===== src/hdl/rlsf_pkg.sv =====
`timescale 1ns / 1ps
package rlsf_pkg;

  localparam int MAX_HEIGHT_DEF = 512;
  localparam int MAX_WIDTH_DEF  = 4096;

  localparam int DATA_W     = 16;
  localparam int HEIGHT_W   = 10;
  localparam int WIDTH_W    = 13;
  localparam int CFG_DATA_W = 13;
  localparam int CFG_IDX_W  = 1;

  localparam logic [CFG_IDX_W-1:0] CFG_HEIGHT = 1'b0;
  localparam logic [CFG_IDX_W-1:0] CFG_WIDTH  = 1'b1;

  localparam logic [HEIGHT_W-1:0] HEIGHT_RST = 10'd3;
  localparam logic [WIDTH_W-1:0]  WIDTH_RST  = 13'd3;

  localparam int FRAC_W = 14;
  localparam int ACC_W  = 35;
  localparam int Q_W    = ACC_W - FRAC_W;

  localparam int FIFO_DEPTH = 8;
  localparam int FIFO_AW    = $clog2(FIFO_DEPTH);
  localparam int FIFO_CW    = $clog2(FIFO_DEPTH + 1);

  typedef logic signed [DATA_W-1:0]   sample_t;
  typedef logic signed [2*DATA_W-1:0] prod_t;
  typedef logic signed [ACC_W-1:0]    acc_t;
  typedef logic signed [Q_W-1:0]      q_t;

  localparam acc_t    ROUND_HALF = acc_t'(8192);
  localparam q_t      Q_MAX      = q_t'(32767);
  localparam q_t      Q_MIN      = q_t'(-32768);
  localparam sample_t SAT_MAX    = 16'sh7fff;
  localparam sample_t SAT_MIN    = 16'sh8000;

  typedef struct packed {
    sample_t sample;
    sample_t weight_self;
    sample_t weight_right;
    sample_t weight_up_right;
    sample_t weight_down_right;
    sample_t weight_below;
  } item_t;

  typedef struct packed {
    logic has_right;
    logic up_ok;
    logic dn_ok;
    logic below_ok;
    logic image_end;
  } pos_flags_t;

  typedef struct packed {
    sample_t filtered;
    logic    image_end;
  } result_t;

  // round half up to Q8.8, then saturate
  function automatic sample_t round_sat(acc_t acc);
    acc_t    v;
    q_t      q;
    sample_t y;
    v = acc + ROUND_HALF;
    q = v[ACC_W-1:FRAC_W];
    if (q > Q_MAX) begin
      y = SAT_MAX;
    end else if (q < Q_MIN) begin
      y = SAT_MIN;
    end else begin
      y = q[DATA_W-1:0];
    end
    return y;
  endfunction

endpackage


===== src/hdl/rlsf_seq.sv =====
`timescale 1ns / 1ps
module rlsf_seq #(
  parameter int MAX_HEIGHT = rlsf_pkg::MAX_HEIGHT_DEF,
  parameter int MAX_WIDTH  = rlsf_pkg::MAX_WIDTH_DEF,
  localparam int RW = $clog2(MAX_HEIGHT > 1 ? MAX_HEIGHT : 2)
) (
  input  logic                             clk,
  input  logic                             rst_n,
  input  logic                             cfg_we,
  input  logic [rlsf_pkg::CFG_IDX_W-1:0]   cfg_index,
  input  logic [rlsf_pkg::CFG_DATA_W-1:0]  cfg_data,
  input  logic                             take,
  output logic [RW-1:0]                    row,
  output rlsf_pkg::pos_flags_t             pos_flags
);
  import rlsf_pkg::*;

  localparam int HW = $clog2(MAX_HEIGHT + 1);
  localparam int CW = $clog2(MAX_WIDTH > 1 ? MAX_WIDTH : 2);
  localparam int WW = $clog2(MAX_WIDTH + 1);

  logic [HEIGHT_W-1:0] cfg_h_r;
  logic [WIDTH_W-1:0]  cfg_w_r;
  logic [HW-1:0]       h_eff;
  logic [WW-1:0]       w_eff;
  logic [RW-1:0]       row_cnt_r;
  logic [CW-1:0]       col_cnt_r;
  logic [RW-1:0]       r;
  logic [CW-1:0]       c;
  logic                last_row;
  logic                last_col;

  always_ff @(posedge clk) begin
    if (!rst_n) begin
      cfg_h_r <= HEIGHT_RST;
      cfg_w_r <= WIDTH_RST;
    end else if (cfg_we) begin
      case (cfg_index)
        CFG_HEIGHT: cfg_h_r <= cfg_data[HEIGHT_W-1:0];
        CFG_WIDTH:  cfg_w_r <= cfg_data[WIDTH_W-1:0];
        default: ;
      endcase
    end
  end

  always_comb begin
    if (cfg_h_r == '0) begin
      h_eff = HW'(1);
    end else if (32'(cfg_h_r) > 32'(MAX_HEIGHT)) begin
      h_eff = HW'(MAX_HEIGHT);
    end else begin
      h_eff = HW'(cfg_h_r);
    end
    if (cfg_w_r == '0) begin
      w_eff = WW'(1);
    end else if (32'(cfg_w_r) > 32'(MAX_WIDTH)) begin
      w_eff = WW'(MAX_WIDTH);
    end else begin
      w_eff = WW'(cfg_w_r);
    end
  end

  // counters left beyond a shrunk size restart at zero
  assign r        = (HW'(row_cnt_r) >= h_eff) ? '0 : row_cnt_r;
  assign c        = (WW'(col_cnt_r) >= w_eff) ? '0 : col_cnt_r;
  assign last_row = (HW'(r) == h_eff - HW'(1));
  assign last_col = (WW'(c) == w_eff - WW'(1));

  assign row                 = r;
  assign pos_flags.has_right = (c != '0);
  assign pos_flags.up_ok     = (c != '0) && !last_row;
  assign pos_flags.dn_ok     = (c != '0) && (r != '0);
  assign pos_flags.below_ok  = (r != '0);
  assign pos_flags.image_end = last_row && last_col;

  always_ff @(posedge clk) begin
    if (!rst_n) begin
      row_cnt_r <= '0;
      col_cnt_r <= '0;
    end else if (take) begin
      if (last_row) begin
        row_cnt_r <= '0;
        col_cnt_r <= last_col ? '0 : c + CW'(1);
      end else begin
        row_cnt_r <= r + RW'(1);
        col_cnt_r <= c;
      end
    end
  end

endmodule


===== config.mk =====
export PLATFORM = sky130hd
export DESIGN_NAME = rlsf_seq
export DESIGN_NICKNAME = d
export VERILOG_FILES = /design/src/hdl/rlsf_pkg.sv /design/src/hdl/rlsf_seq.sv
export SDC_FILE = /design/constraint.sdc
export NUM_CORES = 1
export LEC_CHECK = 0
export ABC_AREA = 1
export BUFFER_PORTS_ARGS = -buffer_cell sky130_fd_sc_hd__clkbuf_2
export CORE_ASPECT_RATIO = 0.75
export CORE_UTILIZATION = 55
export CTS_BUF_LIST = sky130_fd_sc_hd__clkbuf_4 sky130_fd_sc_hd__clkbuf_8
export DETAILED_ROUTE_END_ITERATION = 8
export PLACE_DENSITY = 0.86
export SYNTH_ARGS = -nofsm -noshare
export SYNTH_HDL_FRONTEND = slang
export SYNTH_SLANG_ARGS = --single-unit

===== constraint.sdc =====
create_clock -name clk -period 9.4 [get_ports clk]
set_input_delay 0.47 -clock clk [delete_from_list [all_inputs] [get_ports clk]]
set_output_delay 0.47 -clock clk [all_outputs]
set_load 0.1 [all_outputs]

==> flow_summary.toml, run 1 <==
[run_status]
status = "complete, no violations"

[routing]
ant_nets = 0
routed_wl_um = 12300
num_vias = 4869
first_pass_iters = 5
drt_iter0_drc = 562
viasPerCell = 5.62
route.detailed.drc = 0
wl_per_cell_um = 14.2

[synthesis]
ys_seq_area_share_pct = 20.7
ys.flop_type = "dfxtp_1"
synth_area_leaders = "dfxtp_1 21%, nand2_1 19%, nor2_1 13%"
ys_ff_latch = 44
syn_inst = 744
synthAdderAreaFrac_pct = 7.93
synth_edf_count = 0
syn-num-nets = 789
yosysUniqueCellTypes = 38
synthSimpleGateAreaFrac_pct = 48.7
synth_compound_area_share_pct = 9.73
synthArstFlopShare_pct = 0
yosysTopAreaCell = "dfxtp_1"
synth_top_area_share_pct = 20.7
synth_top_family_by_area = "simple AND/OR/NAND/NOR gates"
avgSynthCellArea_um2 = 5.72
ys.warnings.count = 0
synth_xor_area_share_pct = 1.65
muxShareOfSynthArea_pct = 0
syn_area_um2 = 4260

[power_and_ir_drop]
leakagePower_nw = 2.33
total_power_mw = 0.559
p_per_area_nw_per_um2 = 123
irDropWorstVdd_mv = 0.106

[clock_network]
path_clk_slew_ns = 0.10
ctsResizeCount = 0
clkLatencyLatePin_ns = 0.32
clock_sinks = 44
cts_setup_buffers = 0
cts-root-buf = "clkbuf_8"
cts-buffers-inserted = 5
htreeDepth = 2
clk_path_buf_depth = 2
cts_tree = "built"
hold_buffers = 0

[cells_and_area]
multi_input_area_um2 = 2900
layout-drive-gt1-share_pct = 8.89
register_area_um2 = 881
utilization_pct = 61.2
area_growth_pct = 6.88
nets = 809
antenna_cells = 0
final_common_cell = "nand2_1"
design_area_um2 = 4550
n_fill_cell = 717
mostFrequentLayoutCells = "211 x nand2_1, 142 x nor2_1, 94 x inv_1"

[timing]
tightest_slew_ns = 0.751
rsz0062_at_grt = "no"
fin_ws_ns = 4.23
final_hold_viol_count = 0
max_freq_mhz = 193
report.final.setup_viol = 0
setup_tns_ns = 0
clock-skew-final_ns = 0.0135
slew_headroom_pct = 49.9
min_period_ns = 5.17
post-route-period-util_pct = 55.0
finalMaxSlewViolations = 0

[critical_path]
critPathCaptureType = "output pin"
cpLargestDelayFamily = "simple AND/OR/NAND/NOR gates"
slowest_stage = "clkbuf_2"
crit_arrival_ns = 4.70
cp_num_cells = 21
crit_required_ns = 8.93
r2r_slack_ns = 4.97
crit_top_cell = "nand2_1"
rr_worst_depth = 24
critical_path_buf_inv_count = 4
path_cells = "nor2_1, nand2_1, nor2_1, nand2_1, a21boi_0, inv_1, ha_1, nand2_1, inv_1, nand2_1, nand2_1, a21oi_1, nand3_1, nor2_1, inv_1, nand3_1, nand3_1, nor4_1, nand3_1, nor2_1, clkbuf_2"
r2r_start = "cfg_w_r[4]"
slowest_delay_ns = 0.47
crit_type = "flip-flop to output pin"
worstSetupStartpointType = "flip-flop"
worstPathMaxFanout = 11
worstReg2RegEnd = "col_cnt_r[10]"

[placed_design]
dp_hpwl_um = 9680
portBuffers = 31
place_area_um2 = 4430
pre_cts_slack_ns = 4.72
globalplace.congestion = 1.11

[hold_path]
min_to = "cfg_w_r[1]"
worstHoldStart = "cfg_data[1]"
hold_path_class = "input pin to flip-flop"
whs_path_depth = 3

[floorplan]
fp.dieW_um = 104
pin_count = 32
fp-row-count = 27
die_y_um = 78.2
coreArea_um2 = 7430
start_util_pct = 57.3
die-area_um2 = 8100

[grt]
grt_max_degree = 25
grt.total_usage_pct = 31.5
grt_pass1_wl_um = 20700
grt_pass1_vias = 4387
grt_overflow = 0
antenna_found_initial = 0

[job]
drv_cap = 0
[report_power, final]
group / total [mW] / internal (mW) / switching (mW)
Combinational: 0.198 / 0.0578 / 0.140
Sequential: 0.206 / 0.194 / 0.0111
Clock: 0.155 / 0.0802 / 0.0753
[flip-flops by register name, indices dropped and copies added (netlist names)]
name / flops
cfg_w_r: 13
row_cnt_r: 9
col_cnt_r: 12
cfg_h_r: 10
[routing by layer]
| metal | routed length [um] | up-vias | track usage, % |
|---|---|---|---|
| li1 | - | 2416 | - |
| met1 | 5730 | 2136 | 45.4 |
| met2 | 4930 | 289 | 47.7 |
| met3 | 1450 | 28 | 6.06 |
| met4 | 201 | 0 | 8.26 |
| met5 | 0 | - | 0 |
[logic make-up after synthesis]
logic type	Yosys count
AOI/OAI and AO/OA	68
xor gates and xnor gates	8
adders and majority gates	27
buffers and inverters	118
DFF	44
and+or+nand+nor	479
[Yosys cell counts (2+ instances only)]
cell        n
a21oi_1    24
buf_2       3
buf_4       3
buf_6       3
clkbuf_1    9
dfxtp_1    44
ha_1       27
inv_1      94
inv_2       5
nand2_1   211
nand2_2     6
nand3_1    76
nand3_2     2
nand3b_1    6
nand4_1    15
nor2_1    142
nor2_2      5
nor3_1      6
nor4_1      2
o211ai_1    4
o21ai_0    29
o41ai_1     5
or2_2       2
xnor2_1     2
xor2_1      6
[worst register-to-register path, delay by kind of cell (launching register included)]
kind | cells | cell delay (ns)
buffers and inverters | 2 | 0.19
AOI/OAI and AO/OA | 2 | 0.58
and+or+nand+nor | 18 | 2.52
DFF | 1 | 0.40
adders and majority gates | 2 | 0.59
[area by class of cell]
class                           count  area share, %
Timing Repair Buffer               31           3.41
Tap cell                          101           2.78
Multi-Input combinational cell    582           63.7
Clock buffer                        5           1.51
Sequential cell                    44           19.4
Inverter                          100           8.25
Clock inverter                      3           1.04
[worst max path at each step]
stage,startpoint,endpoint,slack (ns)
4_1_cts,cfg_w_r[4],pos_flags[0],4.36
6_report,cfg_w_r[4],pos_flags[0],4.23
2_1_floorplan,cfg_h_r[4],pos_flags[0],3.80
3_3_place_gp,cfg_w_r[4],pos_flags[0],4.95
5_1_grt,cfg_w_r[4],pos_flags[0],3.85
3_5_place_dp,cfg_w_r[4],pos_flags[0],4.72
[per-stage QoR]
step | hold slack (ns) | std cells
2_1_floorplan | 0.445 | 744
3_3_place_gp | 0.458 | 858
3_5_place_dp | 0.467 | 858
4_1_cts | 0.378 | 866
5_1_grt | 0.400 | 866
6_report | 0.383 | 866
Power figures use the tool's default switching activity.
==> run 2: changes to the inputs <==
--- a/config.mk
+++ b/config.mk
@@ -11,7 +11,7 @@
 export CORE_UTILIZATION = 55
 export CTS_BUF_LIST = sky130_fd_sc_hd__clkbuf_4 sky130_fd_sc_hd__clkbuf_8
 export DETAILED_ROUTE_END_ITERATION = 8
-export PLACE_DENSITY = 0.86
+export PLACE_DENSITY = 0.89
 export SYNTH_ARGS = -nofsm -noshare
 export SYNTH_HDL_FRONTEND = slang
 export SYNTH_SLANG_ARGS = --single-unit
==> constraint.sdc (replaced) <==
create_clock -name clk -period 4.4 [get_ports clk]
set_input_delay 0.22 -clock clk [delete_from_list [all_inputs] [get_ports clk]]
set_output_delay 0.22 -clock clk [all_outputs]
set_load 0.1 [all_outputs]
==> run 2 against run 1 <==
Utilization grew 2.4 points. Sequential share of layout area fell by 0.72 points. Cell area up 3.8%. Critical path type unchanged. Largest power group is now combinational cells.
==> flow_summary.toml, run 2 (synthesis gave the netlist of run 1 again) <==
[critical_path]
slowest_delay_ns = 0.39
path_cells = "nor2_1, nand3_2, o21bai_4, buf_4, nand2_2, ha_1, nand2_1, nor2_1, nand3_1, nand4_4, inv_1, nand2_1, inv_1, nand3_1, nand2_1, nor3_4, nand2_1, and2_2, clkbuf_4"
crit_required_ns = 4.18
crit_type = "flip-flop to output pin"
rr_worst_depth = 24
r2r_start = "cfg_h_r[1]"
critPathCaptureType = "output pin"
worstSetupStartpointType = "flip-flop"
critical_path_buf_inv_count = 4
worstReg2RegEnd = "col_cnt_r[6]"
worstPathMaxFanout = 8
crit_arrival_ns = 3.95
crit_top_cell = "nand2_1"
r2r_slack_ns = 0.58
slowest_stage = "dfxtp_1"
cpLargestDelayFamily = "simple AND/OR/NAND/NOR gates"

[grt]
grt.total_usage_pct = 32.2
grt_max_degree = 25
grt_pass1_vias = 4453
grt_pass1_wl_um = 20900
grt_overflow = 0
antenna_found_initial = 0

[routing]
first_pass_iters = 4
ant_nets = 0
num_vias = 4927
route.detailed.drc = 0
viasPerCell = 5.59
routed_wl_um = 12800
drt_iter0_drc = 467
wl_per_cell_um = 14.5

[clock_network]
path_clk_slew_ns = 0.08
clock_sinks = 44
htreeDepth = 2
cts-root-buf = "clkbuf_8"
cts-buffers-inserted = 5
clkLatencyLatePin_ns = 0.32
cts_tree = "built"
clk_path_buf_depth = 2

[timing]
min_period_ns = 4.17
report.final.setup_viol = 0
fin_ws_ns = 0.233
clock-skew-final_ns = 0.0108
max_freq_mhz = 240
tightest_slew_ns = 0.760
slew_headroom_pct = 49.2
finalMaxSlewViolations = 0
final_hold_viol_count = 0
whs_ns = 0.155
post-route-period-util_pct = 94.7
rsz0062_at_grt = "yes"

[cells_and_area]
multi_input_area_um2 = 2950
layout-drive-gt1-share_pct = 12.3
largest_reg_flops = 13
nets = 825
utilization_pct = 63.6
antenna_cells = 0
design_area_um2 = 4730
register_area_um2 = 881
largestRegisters = "cfg_w_r x13, col_cnt_r x12, cfg_h_r x10"
n_fill_cell = 704
mostFrequentLayoutCells = "211 x nand2_1, 134 x nor2_1, 94 x inv_1"
final_common_cell = "nand2_1"
area_growth_pct = 11.0
regMostFlops = "cfg_w_r"

[hold_path]
hold_path_class = "input pin to flip-flop"
min_to = "cfg_h_r[6]"
whs_path_depth = 3
worstHoldStart = "cfg_data[6]"

[floorplan]
fp-row-count = 27
fp.dieW_um = 104
pin_count = 32
die-area_um2 = 8100
coreArea_um2 = 7430
start_util_pct = 57.3
die_y_um = 78.2

[placed_design]
globalplace.congestion = 1.13
dp_hpwl_um = 10100
place_area_um2 = 4570
pre_cts_slack_ns = 0.240
portBuffers = 31

[power_and_ir_drop]
p_per_area_nw_per_um2 = 249
pwr-share-clk_pct = 24.7
leakagePower_nw = 2.41
swShare_pct = 41.6
irDropWorstVdd_mv = 0.181
seq_power_share_pct = 37.0
combPwrFrac_pct = 38.3
p_int_mw = 0.687
power_switching_mw = 0.490

[job]
drv_cap = 0

[run_status]
status = "complete, no violations"
## run 2: how the worst max path moves through the flow
stage	from	depth (start not counted)	endpoint
after floorplan	cfg_h_r[4]	18	pos_flags[2]
after global placement	cfg_w_r[3]	21	pos_flags[0]
after detailed placement	cfg_w_r[3]	21	pos_flags[0]
after CTS	cfg_w_r[2]	23	pos_flags[0]
after global routing	cfg_h_r[1]	18	pos_flags[3]
final	cfg_h_r[1]	19	pos_flags[3]
## run 2: per-layer routing
metal	part of all wire, %	up-vias	track usage, %	routed length [um]
met5	0	-	0	0
met4	1.4	0	8.84	175
met3	11	21	6.89	1370
met2	41	258	48.9	5190
met1	47	2203	45.6	6040
li1	-	2445	-	-
## run 2: final cells by class
cell class | instances | area share [%]
well taps | 101 | 2.67
repair buffers | 47 | 6.20
multi-input cells | 582 | 62.5
clock inverters | 1 | 0.159
inverters | 100 | 7.94
flip-flops and latches | 44 | 18.6
clock buffers | 7 | 1.91
## run 2: worst reg2reg max path: stages (launching register included)
cell      delay, ns
dfxtp_1        0.39
nor2_1         0.18
nand3_2        0.13
o21bai_4       0.23
buf_4          0.16
nand2_2        0.09
ha_1           0.28
nand2_1        0.06
nor2_1         0.12
nand3_1        0.13
nand4_4        0.23
inv_1          0.11
nand2_1        0.20
inv_1          0.16
nand3_1        0.11
nand2_1        0.13
nor2_1         0.14
nand2_1        0.07
nor2_2         0.16
buf_4          0.24
nand3_1        0.10
nand2_1        0.08
nor2_1         0.04
nor2_1         0.10
nor2_1         0.05
## run 2: power groups by stage
stage | clock, mW | sequential, mW | combinational [mW]
3_3_place_gp | 0 | 0.442 | 0.429
6_report | 0.291 | 0.436 | 0.451
2_1_floorplan | 0 | 0.437 | 0.352
4_1_cts | 0.289 | 0.435 | 0.438
5_1_grt | 0.306 | 0.438 | 0.497
3_5_place_dp | 0 | 0.443 | 0.434
## run 2: stage by stage
stage | cells | power [mW] | setup TNS [ns]
floorplan | 744 | 0.789 | -0.318
global placement | 871 | 0.871 | 0
detailed placement | 871 | 0.878 | 0
CTS | 879 | 1.16 | 0
global route | 882 | 1.24 | -0.0161
finish | 882 | 1.18 | 0
## run 2: timing repair
| action | 4_1_cts | 5_1_grt |
|---|---|---|
| setup endpoints to repair | 2 | 7 |
| hold buffers | 0 | 0 |
| buffers inserted | 0 | 3 |
| resized for setup | 3 | 6 |
| pin swaps | 0 | 1 |
