`src/hdl/rlsf_pkg.sv`:
```
`timescale 1ns / 1ps
package rlsf_pkg;

  localparam int MAX_HEIGHT_DEF = 512;
  localparam int MAX_WIDTH_DEF  = 4096;

  localparam int DATA_W     = 16;
  localparam int HEIGHT_W   = 10;
  localparam int WIDTH_W    = 13;
  localparam int CFG_DATA_W = 13;
  localparam int CFG_IDX_W  = 1;

  localparam logic [CFG_IDX_W-1:0] CFG_HEIGHT = 1'b0;
  localparam logic [CFG_IDX_W-1:0] CFG_WIDTH  = 1'b1;

  localparam logic [HEIGHT_W-1:0] HEIGHT_RST = 10'd3;
  localparam logic [WIDTH_W-1:0]  WIDTH_RST  = 13'd3;

  localparam int FRAC_W = 14;
  localparam int ACC_W  = 35;
  localparam int Q_W    = ACC_W - FRAC_W;

  localparam int FIFO_DEPTH = 8;
  localparam int FIFO_AW    = $clog2(FIFO_DEPTH);
  localparam int FIFO_CW    = $clog2(FIFO_DEPTH + 1);

  typedef logic signed [DATA_W-1:0]   sample_t;
  typedef logic signed [2*DATA_W-1:0] prod_t;
  typedef logic signed [ACC_W-1:0]    acc_t;
  typedef logic signed [Q_W-1:0]      q_t;

  localparam acc_t    ROUND_HALF = acc_t'(8192);
  localparam q_t      Q_MAX      = q_t'(32767);
  localparam q_t      Q_MIN      = q_t'(-32768);
  localparam sample_t SAT_MAX    = 16'sh7fff;
  localparam sample_t SAT_MIN    = 16'sh8000;

  typedef struct packed {
    sample_t sample;
    sample_t weight_self;
    sample_t weight_right;
    sample_t weight_up_right;
    sample_t weight_down_right;
    sample_t weight_below;
  } item_t;

  typedef struct packed {
    logic has_right;
    logic up_ok;
    logic dn_ok;
    logic below_ok;
    logic image_end;
  } pos_flags_t;

  typedef struct packed {
    sample_t filtered;
    logic    image_end;
  } result_t;

  // round half up to Q8.8, then saturate
  function automatic sample_t round_sat(acc_t acc);
    acc_t    v;
    q_t      q;
    sample_t y;
    v = acc + ROUND_HALF;
    q = v[ACC_W-1:FRAC_W];
    if (q > Q_MAX) begin
      y = SAT_MAX;
    end else if (q < Q_MIN) begin
      y = SAT_MIN;
    end else begin
      y = q[DATA_W-1:0];
    end
    return y;
  endfunction

endpackage

```
`src/hdl/rlsf_out_if.sv`:
```
`timescale 1ns / 1ps
interface rlsf_out_if;
  import rlsf_pkg::*;

  logic    valid;
  logic    ready;
  sample_t filtered;
  logic    image_end;

  modport source (
    output valid, filtered, image_end,
    input  ready
  );

  modport sink (
    input  valid, filtered, image_end,
    output ready
  );
endinterface

```
`src/hdl/rlsf_fifo.sv`:
```
`timescale 1ns / 1ps
module rlsf_fifo (
  input  logic                           clk,
  input  logic                           rst_n,
  input  logic                           push,
  input  rlsf_pkg::result_t              push_data,
  rlsf_out_if.source                     out_ch,
  output logic [rlsf_pkg::FIFO_CW-1:0]   count
);
  import rlsf_pkg::*;

  result_t              q [FIFO_DEPTH];
  logic [FIFO_AW-1:0]   wr_ptr_r;
  logic [FIFO_AW-1:0]   rd_ptr_r;
  logic [FIFO_CW-1:0]   cnt_r;
  logic                 pop;

  assign pop              = out_ch.valid && out_ch.ready;
  assign out_ch.valid     = (cnt_r != '0);
  assign out_ch.filtered  = q[rd_ptr_r].filtered;
  assign out_ch.image_end = q[rd_ptr_r].image_end;
  assign count            = cnt_r;

  always_ff @(posedge clk) begin
    if (push) begin
      q[wr_ptr_r] <= push_data;
    end
  end

  always_ff @(posedge clk) begin
    if (!rst_n) begin
      wr_ptr_r <= '0;
      rd_ptr_r <= '0;
      cnt_r    <= '0;
    end else begin
      if (push) begin
        wr_ptr_r <= wr_ptr_r + FIFO_AW'(1);
      end
      if (pop) begin
        rd_ptr_r <= rd_ptr_r + FIFO_AW'(1);
      end
      cnt_r <= cnt_r + FIFO_CW'(push) - FIFO_CW'(pop);
    end
  end

  a_no_overflow: assert property (@(posedge clk) disable iff (!rst_n)
    push && !pop |-> cnt_r != FIFO_CW'(FIFO_DEPTH))
    else $error("result queue overflow");

endmodule
```
`src/flat_wrapper.sv`:
```
// flat-port wrapper written by rule: the top's interface ports become plain ports
module rlsf_fifo_flat import rlsf_pkg::*;
  (clk, rst_n, push, push_data, count, out_ch_valid, out_ch_filtered, out_ch_image_end, out_ch_ready);
  rlsf_out_if out_ch_i ();
  input  logic clk;
  input  logic rst_n;
  input  logic push;
  input  rlsf_pkg::result_t push_data;
  output logic [rlsf_pkg::FIFO_CW-1:0] count;
  output wire logic [$bits(out_ch_i.valid)-1:0] out_ch_valid;
  output wire logic [$bits(out_ch_i.filtered)-1:0] out_ch_filtered;
  output wire logic [$bits(out_ch_i.image_end)-1:0] out_ch_image_end;
  input wire logic [$bits(out_ch_i.ready)-1:0] out_ch_ready;
  assign out_ch_valid = out_ch_i.valid;
  assign out_ch_filtered = out_ch_i.filtered;
  assign out_ch_image_end = out_ch_i.image_end;
  assign out_ch_i.ready = out_ch_ready;
  rlsf_fifo u_core (.clk(clk), .rst_n(rst_n), .push(push), .push_data(push_data), .out_ch(out_ch_i), .count(count));
endmodule
```
`config.mk`:
```
export PLATFORM = sky130hd
export DESIGN_NAME = rlsf_fifo_flat
export DESIGN_NICKNAME = d
export VERILOG_FILES = /design/src/hdl/rlsf_pkg.sv /design/src/hdl/rlsf_out_if.sv /design/src/hdl/rlsf_fifo.sv /design/src/flat_wrapper.sv
export SDC_FILE = /design/constraint.sdc
export NUM_CORES = 1
export LEC_CHECK = 0
export BUFFER_PORTS_ARGS = -buffer_cell sky130_fd_sc_hd__buf_2
export CELL_PAD_IN_SITES_DETAIL_PLACEMENT = 1
export CELL_PAD_IN_SITES_GLOBAL_PLACEMENT = 1
export CORE_MARGIN = 4
export CORE_UTILIZATION = 50
export CTS_CLUSTER_DIAMETER = 40
export DETAILED_ROUTE_END_ITERATION = 7
export GPL_TIMING_DRIVEN = 0
export PLACE_DENSITY = 0.78
export SYNTH_ARGS = -nofsm -noshare
export SYNTH_HDL_FRONTEND = slang
export SYNTH_SLANG_ARGS = --single-unit
```
`constraint.sdc`:
```
create_clock -name clk -period 3.1 [get_ports clk]
set_clock_uncertainty 0.15 [all_clocks]
set_input_delay 0.62 -clock clk [delete_from_list [all_inputs] [get_ports clk]]
set_output_delay 0.62 -clock clk [all_outputs]
set_load 0.02 [all_outputs]
```
==> results of run 1 <==
metrics by stage:
stage                     hold slack, ps  TNS (ps)
after detailed placement             335         0
after CTS                            305         0
final                                330         0
after global placement               314    -21870
after global routing                 326         0
after floorplan                      306         0
power groups by stage:
| stage | Combinational [mW] | Sequential (mW) | Clock, mW |
|---|---|---|---|
| after floorplan | 0.623 | 2.38 | 0 |
| after global placement | 0.882 | 2.36 | 0 |
| after detailed placement | 0.924 | 2.36 | 0 |
| after CTS | 0.939 | 2.32 | 2.16 |
| after global routing | 0.994 | 2.33 | 2.25 |
| final | 0.920 | 2.32 | 2.11 |
metal layers:
layer	vias up	part of all wire	GRT usage
met2	64	0.54	0.337
met1	1466	0.40	0.227
li1	1256	-	-
met3	17	0.040	0.0523
met4	2	0.014	0.0657
met5	-	0.00060	0
cells by family (layout without fill, tap and decap cells):
| kind of cell | after synthesis | in the layout |
|---|---|---|
| flip-flops | 149 | 149 |
| multiplexers | 60 | 60 |
| AND/OR/NAND/NOR | 33 | 33 |
| buffers and inverters | 15 | 96 |
| adder cells (fa/ha/maj) | 7 | 7 |
| XOR/XNOR | 3 | 3 |
| AO/OA/AOI/OAI | 2 | 2 |
flip-flops by register name (all words and copies together) (netlist names), named ones only:
signal / count
u_core.wr_ptr_r: 3
u_core.rd_ptr_r: 3
u_core.count: 4
u_core.q: 136
what timing repair did:
item                                    4_1_cts  5_1_grt
endpoints found under the hold margin         0        0
endpoints found under the setup margin       13        1
pin swaps                                     0        0
gates resized for setup                       4        1
worst paths after layout:
kind                                         start                 end  slack, ps  depth (start not counted)
worst min register to register  u_core.rd_ptr_r[2]  u_core.rd_ptr_r[2]        330                          2
worst max-delay path                      register  out_ch_filtered[6]        110                          5
worst max register to register     u_core.count[2]     u_core.count[3]        620                          9
worst min-delay path                  push_data[9]      u_core.q[2][9]        330                          1
cell usage after synthesis, drive strengths merged:
| library cell | count | area [µm²] |
|---|---|---|
| and2 | 4 | 25.0 |
| nand2b | 6 | 37.5 |
| xnor2 | 2 | 17.5 |
| nand2 | 9 | 33.8 |
| or2 | 1 | 6.26 |
| dfxtp | 13 | 260 |
| nand3 | 1 | 5.00 |
| inv | 4 | 15.0 |
| a21oi | 1 | 5.00 |
| or3b | 1 | 8.76 |
| ha | 6 | 75.1 |
| fa | 1 | 20.0 |
| nor3 | 2 | 10.0 |
| edfxtp | 136 | 4080 |
| buf | 6 | 53.8 |
| mux2 | 17 | 191 |
| mux4 | 34 | 856 |
| mux2i | 9 | 90.1 |
| nor2 | 7 | 26.3 |
| nor2b | 2 | 12.5 |
| xor2 | 1 | 8.76 |
| a21o | 1 | 7.51 |
| clkbuf | 5 | 18.8 |
critical path, stage by stage (launching register included):
cell and delay (ps):
dfxtp_1 300, clkbuf_1 330, buf_2 360, mux4_1 360, mux2_2 290, buf_2 170
area by class of cell:
class	count	area, µm²	share of cell area
sequential	149	4340	0.620
multi-input combinational	105	1460	0.209
clock buffer	19	433	0.0618
timing repair buffer	50	315	0.0450
clock inverter	12	180	0.0257
tap	143	179	0.0255
buffer	11	78.8	0.0113
inverter	4	15.0	0.00214
==> results.cfg, run 1 <==
[yosys]
synth_xor_area_frac = 0.00448
syn_nets = 297
synth-seq-area-share = 0.740
synth_fa_ha_area_frac = 0.0162
synth_cells = 269
ys_seq_elements = 149
synthMuxAreaShare = 0.194
yosys.area_share.simple = 0.0281
syn_area_per_cell_um2 = 21.8
syn_area_um2 = 5870
yosys_warnings = 0
synth-compound-area-share = 0.00213
synth_cell_type_count = 26
synth_top_family_by_area = multiplexers

[placement]
dp.cells = 462
dp_hpwl_um = 7550
dpl_cell_area_um2 = 6390
numPortBuffers = 42
pre_cts_slack_ps = 219
place.gp.congestion = 0.696

[layout]
drive_above_1_share = 0.354
fin_area_um2 = 7010
post-route-util = 0.611
antenna_cells = 0
stdcell_count = 493
layout_common_cells = 136 x edfxtp_1, 45 x buf_2, 24 x mux4_1
area_growth_pct = 19.4
n_fill_cell = 964
fin_nets = 366
layout_commonest_cell = edfxtp_1

[floorplan]
die_y_um = 116
initial_core_util = 0.512
rows = 39
core_um2 = 11500
ioPinCount = 43
die_area_um2 = 13500
dieWidth_um = 116

[detailed_routing]
antenna_left = 0
vias = 2805
drt-initial-drc-count = 214
wl_um = 11700
drt-wirelength-per-cell_um = 23.8
dr.pass1.iters = 4
viasPerCell = 5.69
drc = 0

[clocking]
cts-buffers-inserted = 17
postCtsSetupBuffers = 0
clk_pin_slew_ps = 60
root_buffer = clkbuf_16
clock_sinks = 149
clkLatencyLatePin_ps = 410
clockBufferDepth = 2
holdBufCountCts = 0
cts_tree = done
htreeDepth = 4

[global_route]
first_global_vias = 3092
grt_overflow = 0
grt_pass1_wl_um = 17900
antenna_found_initial = 1
grt_max_degree = 17
grtUsageTotal = 0.191

[power_and_ir_drop]
p_clk_frac = 0.395
switchingPower_mw = 1.31
leakagePower_nw = 2.43
total_power_mw = 5.35
power_frac_seq = 0.433
cellPowerDensity_nw_per_um2 = 764
swShare = 0.244
ir_worst_vdd_v = 0.000413
p_comb_frac = 0.172
internal-power_mw = 4.05

[sta]
hold_viol = 0
final-setup-viol-count = 0
worst_pin_slew_ps = 964
finalCritPeriodShare = 0.966
fin_ws_ps = 105
relSlewSlack = 0.354
fmax_mhz = 334
min_period_ps = 2990
rsz0062_at_grt = no
report.final.slew_viol_count = 0

[min_path]
hold_path_class = input pin to register

[critical_path]
cp_data_required_time_ps = 2330
cp.arrival_ps = 2220
crit_path_end_kind = output port
cp-start-kind = register
critical_path_peak_fanout = 10
crit_type = register to output port

[status]
status = complete, no violations

[job]
cap_violations = 0
Note: power is estimated with default switching activity, not from simulation.
==> run 2, diff against run 1 <==
- CTS_BUF_LIST: default -> sky130_fd_sc_hd__clkbuf_8
- CTS_CLUSTER_DIAMETER: 40 -> default
- clock period: 3.1 -> 3.4 ns (I/O delays scaled with it)
==> run 2 against run 1 <==
Net effect: clock power is 33% lower; total power decreased by 18%; clock-buffer cell count down 2; sequential share of layout area increased by 1.8 points; non-clock buffer count unchanged; design area fell by 2.8%; critical path depth decreased by 1; register-to-register slack better by 330 ps; sequential cell count unchanged; sequential power fell by 9.1%; critical path type unchanged; critical endpoint is now out_ch_filtered[11]; highest routed layer unchanged.
==> results.cfg, run 2 (synthesized netlist as in run 1, its figures left out) <==
[layout]
ff_latch_area_um2 = 4340
antenna_cells = 0
multi_input_area_um2 = 1460
post-route-util = 0.594
drive_above_1_share = 0.351
fin_area_um2 = 6810
stdcell_count = 493
layout_commonest_cell = edfxtp_1
largest_register = u_core.q
area_growth_pct = 16.1
largest_reg_flops = 136
layout_common_cells = 136 x edfxtp_1, 43 x buf_2, 24 x mux4_1
n_fill_cell = 984
fin_nets = 366

[detailed_routing]
drc = 0
viasPerCell = 5.65
antenna_left = 0
wl_um = 11400
dr.pass1.iters = 4
drt-wirelength-per-cell_um = 23.1
vias = 2787
drt-initial-drc-count = 147

[clocking]
clock_sinks = 149
htreeDepth = 4
clockBufferDepth = 2
clk_pin_slew_ps = 70
cts-buffers-inserted = 17
cts_tree = done
clkLatencyLatePin_ps = 430
holdBufCountCts = 0
root_buffer = clkbuf_8

[sta]
fmax_mhz = 309
final-setup-viol-count = 0
rsz0062_at_grt = no
min_period_ps = 3240
report.final.slew_viol_count = 0
worst_pin_slew_ps = 937
finalCritPeriodShare = 0.952
relSlewSlack = 0.372
setup_tns_ps = 0
hold_viol = 0

[min_path]
hold_path_class = register to register

[critical_path]
cp-start-kind = register
cp.arrival_ps = 2410
critical_path_peak_fanout = 10
cp_data_required_time_ps = 2570
crit_type = register to output port
crit_path_end_kind = output port

[floorplan]
dieWidth_um = 116
die_area_um2 = 13500
die_y_um = 116
rows = 39
core_um2 = 11500
initial_core_util = 0.512
ioPinCount = 43

[global_route]
grt_max_degree = 17
first_global_vias = 3013
antenna_found_initial = 1
grt_pass1_wl_um = 17400
grt_overflow = 0
grtUsageTotal = 0.184

[placement]
dp.cells = 462
dpl_cell_area_um2 = 6390
dp_hpwl_um = 7550
place.gp.congestion = 0.696
numPortBuffers = 42

[power_and_ir_drop]
cellPowerDensity_nw_per_um2 = 641
ir_worst_vdd_v = 0.000339
leakagePower_nw = 2.35
total_power_mw = 4.37

[job]
cap_violations = 0

[status]
status = complete, no violations
-- run 2: cell count changes in the layout (fill, tap and decap cells not counted), sizes merged --
cell / delta
inv: +2
clkbuf: -1
buf: -1
-- run 2: layer usage --
layer / track usage / share of wire / wire length (µm)
met1: 0.221 / 0.40 / 4530
met4: 0.0495 / 0.010 / 119
met5: 0 / 0.00061 / 7
met2: 0.323 / 0.55 / 6290
met3: 0.0570 / 0.040 / 456
-- run 2: final timing paths --
path         slack [ps]  depth (start not counted)          startpoint             endpoint
max                 160                          4            register  out_ch_filtered[11]
min                 340                          2  u_core.rd_ptr_r[2]   u_core.rd_ptr_r[2]
max reg2reg         950                          9     u_core.count[2]      u_core.count[3]
min reg2reg         340                          2  u_core.rd_ptr_r[2]   u_core.rd_ptr_r[2]
-- run 2: power breakdown --
part | switching, mW | leakage, nW | internal, mW
Combinational | 0.451 | 0.792 | 0.386
Clock | 0.627 | 0.214 | 0.792
Sequential | 0.0383 | 1.34 | 2.07
Total | 1.12 | 2.35 | 3.25
-- run 2: area by class of cell --
type / count / share of cell area
flip-flops and latches: 149 / 0.638
multi-input cells: 105 / 0.215
repair buffers: 50 / 0.0463
clock buffers: 17 / 0.0343
clock inverters: 14 / 0.0276
well taps: 143 / 0.0263
plain buffers: 11 / 0.0110
inverters: 4 / 0.00220
-- run 2: per-stage QoR --
stage                     setup slack [ps]  hold slack, ps
after detailed placement               459             335
after CTS                              110             330
after floorplan                        862             306
after global placement                -409             314
after global routing                  86.2             340
final                                  163             336
-- run 2: critical path, stage by stage (launching register included) --
cell and delay, ps:
dfxtp_1 320, clkbuf_1 490, buf_1 590, mux2_2 420, buf_2 160
-- run 2: timing repair --
action,in CTS,in global routing
resized for setup,2,0
setup endpoints to repair,7,0
setup buffers,0,0
==> run 3, diff against run 2 <==
- CORE_UTILIZATION: 50 -> 41
- PLACE_DENSITY: 0.78 -> 0.66
==> run 3 against run 2 <==
Net effect: sequential cell count did not move; largest power group unchanged; fmax rose by 4.0%; clock power barely moved; critical endpoint is now out_ch_filtered[6]; sequential share of layout area fell by 0.64 points.
==> results.cfg, run 3 (synthesized netlist as in run 1, its figures left out) <==
[sta]
report.final.slew_viol_count = 0
finalCritPeriodShare = 0.916
final-setup-viol-count = 0
relSlewSlack = 0.336
fmax_mhz = 321
min_period_ps = 3110
rsz0062_at_grt = no
hold_viol = 0
worst_pin_slew_ps = 991
fin_ws_ps = 287

[power_and_ir_drop]
total_power_mw = 4.34
ir_worst_vdd_v = 0.000293
leakagePower_nw = 2.36
cellPowerDensity_nw_per_um2 = 630

[floorplan]
ioPinCount = 43
core_um2 = 13900
initial_core_util = 0.421
rows = 43
dieWidth_um = 128
die_y_um = 128
die_area_um2 = 16300

[layout]
drive_above_1_share = 0.353
fin_area_um2 = 6880
ff_latch_area_um2 = 4340
largest_reg_flops = 136
largest_register = u_core.q
fin_nets = 366
antenna_cells = 0
layout_common_cells = 136 x edfxtp_1, 43 x buf_2, 24 x mux4_1
area_growth_pct = 17.2
stdcell_count = 531
layout_commonest_cell = edfxtp_1
n_fill_cell = 1310
multi_input_area_um2 = 1460

[clocking]
holdBufCountCts = 0
root_buffer = clkbuf_8
cts_tree = done
htreeDepth = 4
clk_pin_slew_ps = 80
cts-buffers-inserted = 17
postCtsSetupBuffers = 0
clock_sinks = 149
clkLatencyLatePin_ps = 440
clockBufferDepth = 2

[critical_path]
cp-start-kind = register
path_cells = clkbuf_1 > clkbuf_2 > mux4_1 > mux2_2 > buf_2
crit_path_end_kind = output port
slowest_stage = clkbuf_2
cp_data_required_time_ps = 2570
critical_path_peak_fanout = 10
max_stage_delay_ps = 400
crit_type = register to output port
cp.arrival_ps = 2280

[detailed_routing]
drt-wirelength-per-cell_um = 20.9
antenna_left = 0
viasPerCell = 5.23
drt-initial-drc-count = 157
wl_um = 11100
drc = 0
dr.pass1.iters = 4
vias = 2776

[global_route]
first_global_vias = 3070
grt_max_degree = 17
grt_overflow = 0
antenna_found_initial = 0
grtUsageTotal = 0.148
grt_pass1_wl_um = 17500

[placement]
dp_hpwl_um = 7510
numPortBuffers = 42
pre_cts_slack_ps = 428
dpl_cell_area_um2 = 6460
dp.cells = 499
place.gp.congestion = 0.657

[job]
cap_violations = 0

[min_path]
hold_path_class = register to register

[status]
status = complete, no violations
-- run 3: area by class of cell --
class                      instances  share of cell area
buffer                            11              0.0111
clock buffer                      17              0.0340
clock inverter                    15              0.0264
inverter                           4             0.00218
multi-input combinational        105               0.212
sequential                       149               0.631
tap                              180              0.0327
timing repair buffer              50              0.0498
-- run 3: timing repair --
action,4_1_cts,5_1_grt
setup endpoints to repair,11,7
pin swaps,0,0
resized for setup,2,1
-- run 3: worst paths after layout --
kind / endpoint / depth (start not counted) / start / slack [ps]
max: out_ch_filtered[6] / 5 / register / 290
min: register / 2 / u_core.rd_ptr_r[2] / 350
max reg2reg: u_core.count[3] / 9 / u_core.count[2] / 970
min reg2reg: register / 2 / u_core.rd_ptr_r[2] / 350
-- run 3: through the flow --
stage | setup TNS [ps] | hold slack, ps | util
final | 0 | 348 | 0.494
after global routing | 0 | 335 | 0.494
after CTS | 0 | 326 | 0.494
after detailed placement | 0 | 343 | 0.464
after global placement | -17180 | 314 | 0.452
after floorplan | 0 | 306 | -
-- run 3: critical path: cells and delay by family, from the launching register on --
kind	cells	cell delay [ps]
muxes	2	660
DFF	1	310
buffers and inverters	3	860
-- run 3: where the power goes --
part	internal [mW]	total, mW	switching, mW
clock	0.733	1.40	0.662
sequential	2.07	2.11	0.0360
combinational	0.388	0.829	0.442
total	3.19	4.34	1.14
-- run 3: layer usage --
metal / routed length, µm / track usage
met4: 208 / 0.0605
met1: 4750 / 0.184
met2: 5830 / 0.253
met3: 326 / 0.0330
met5: 0 / 0
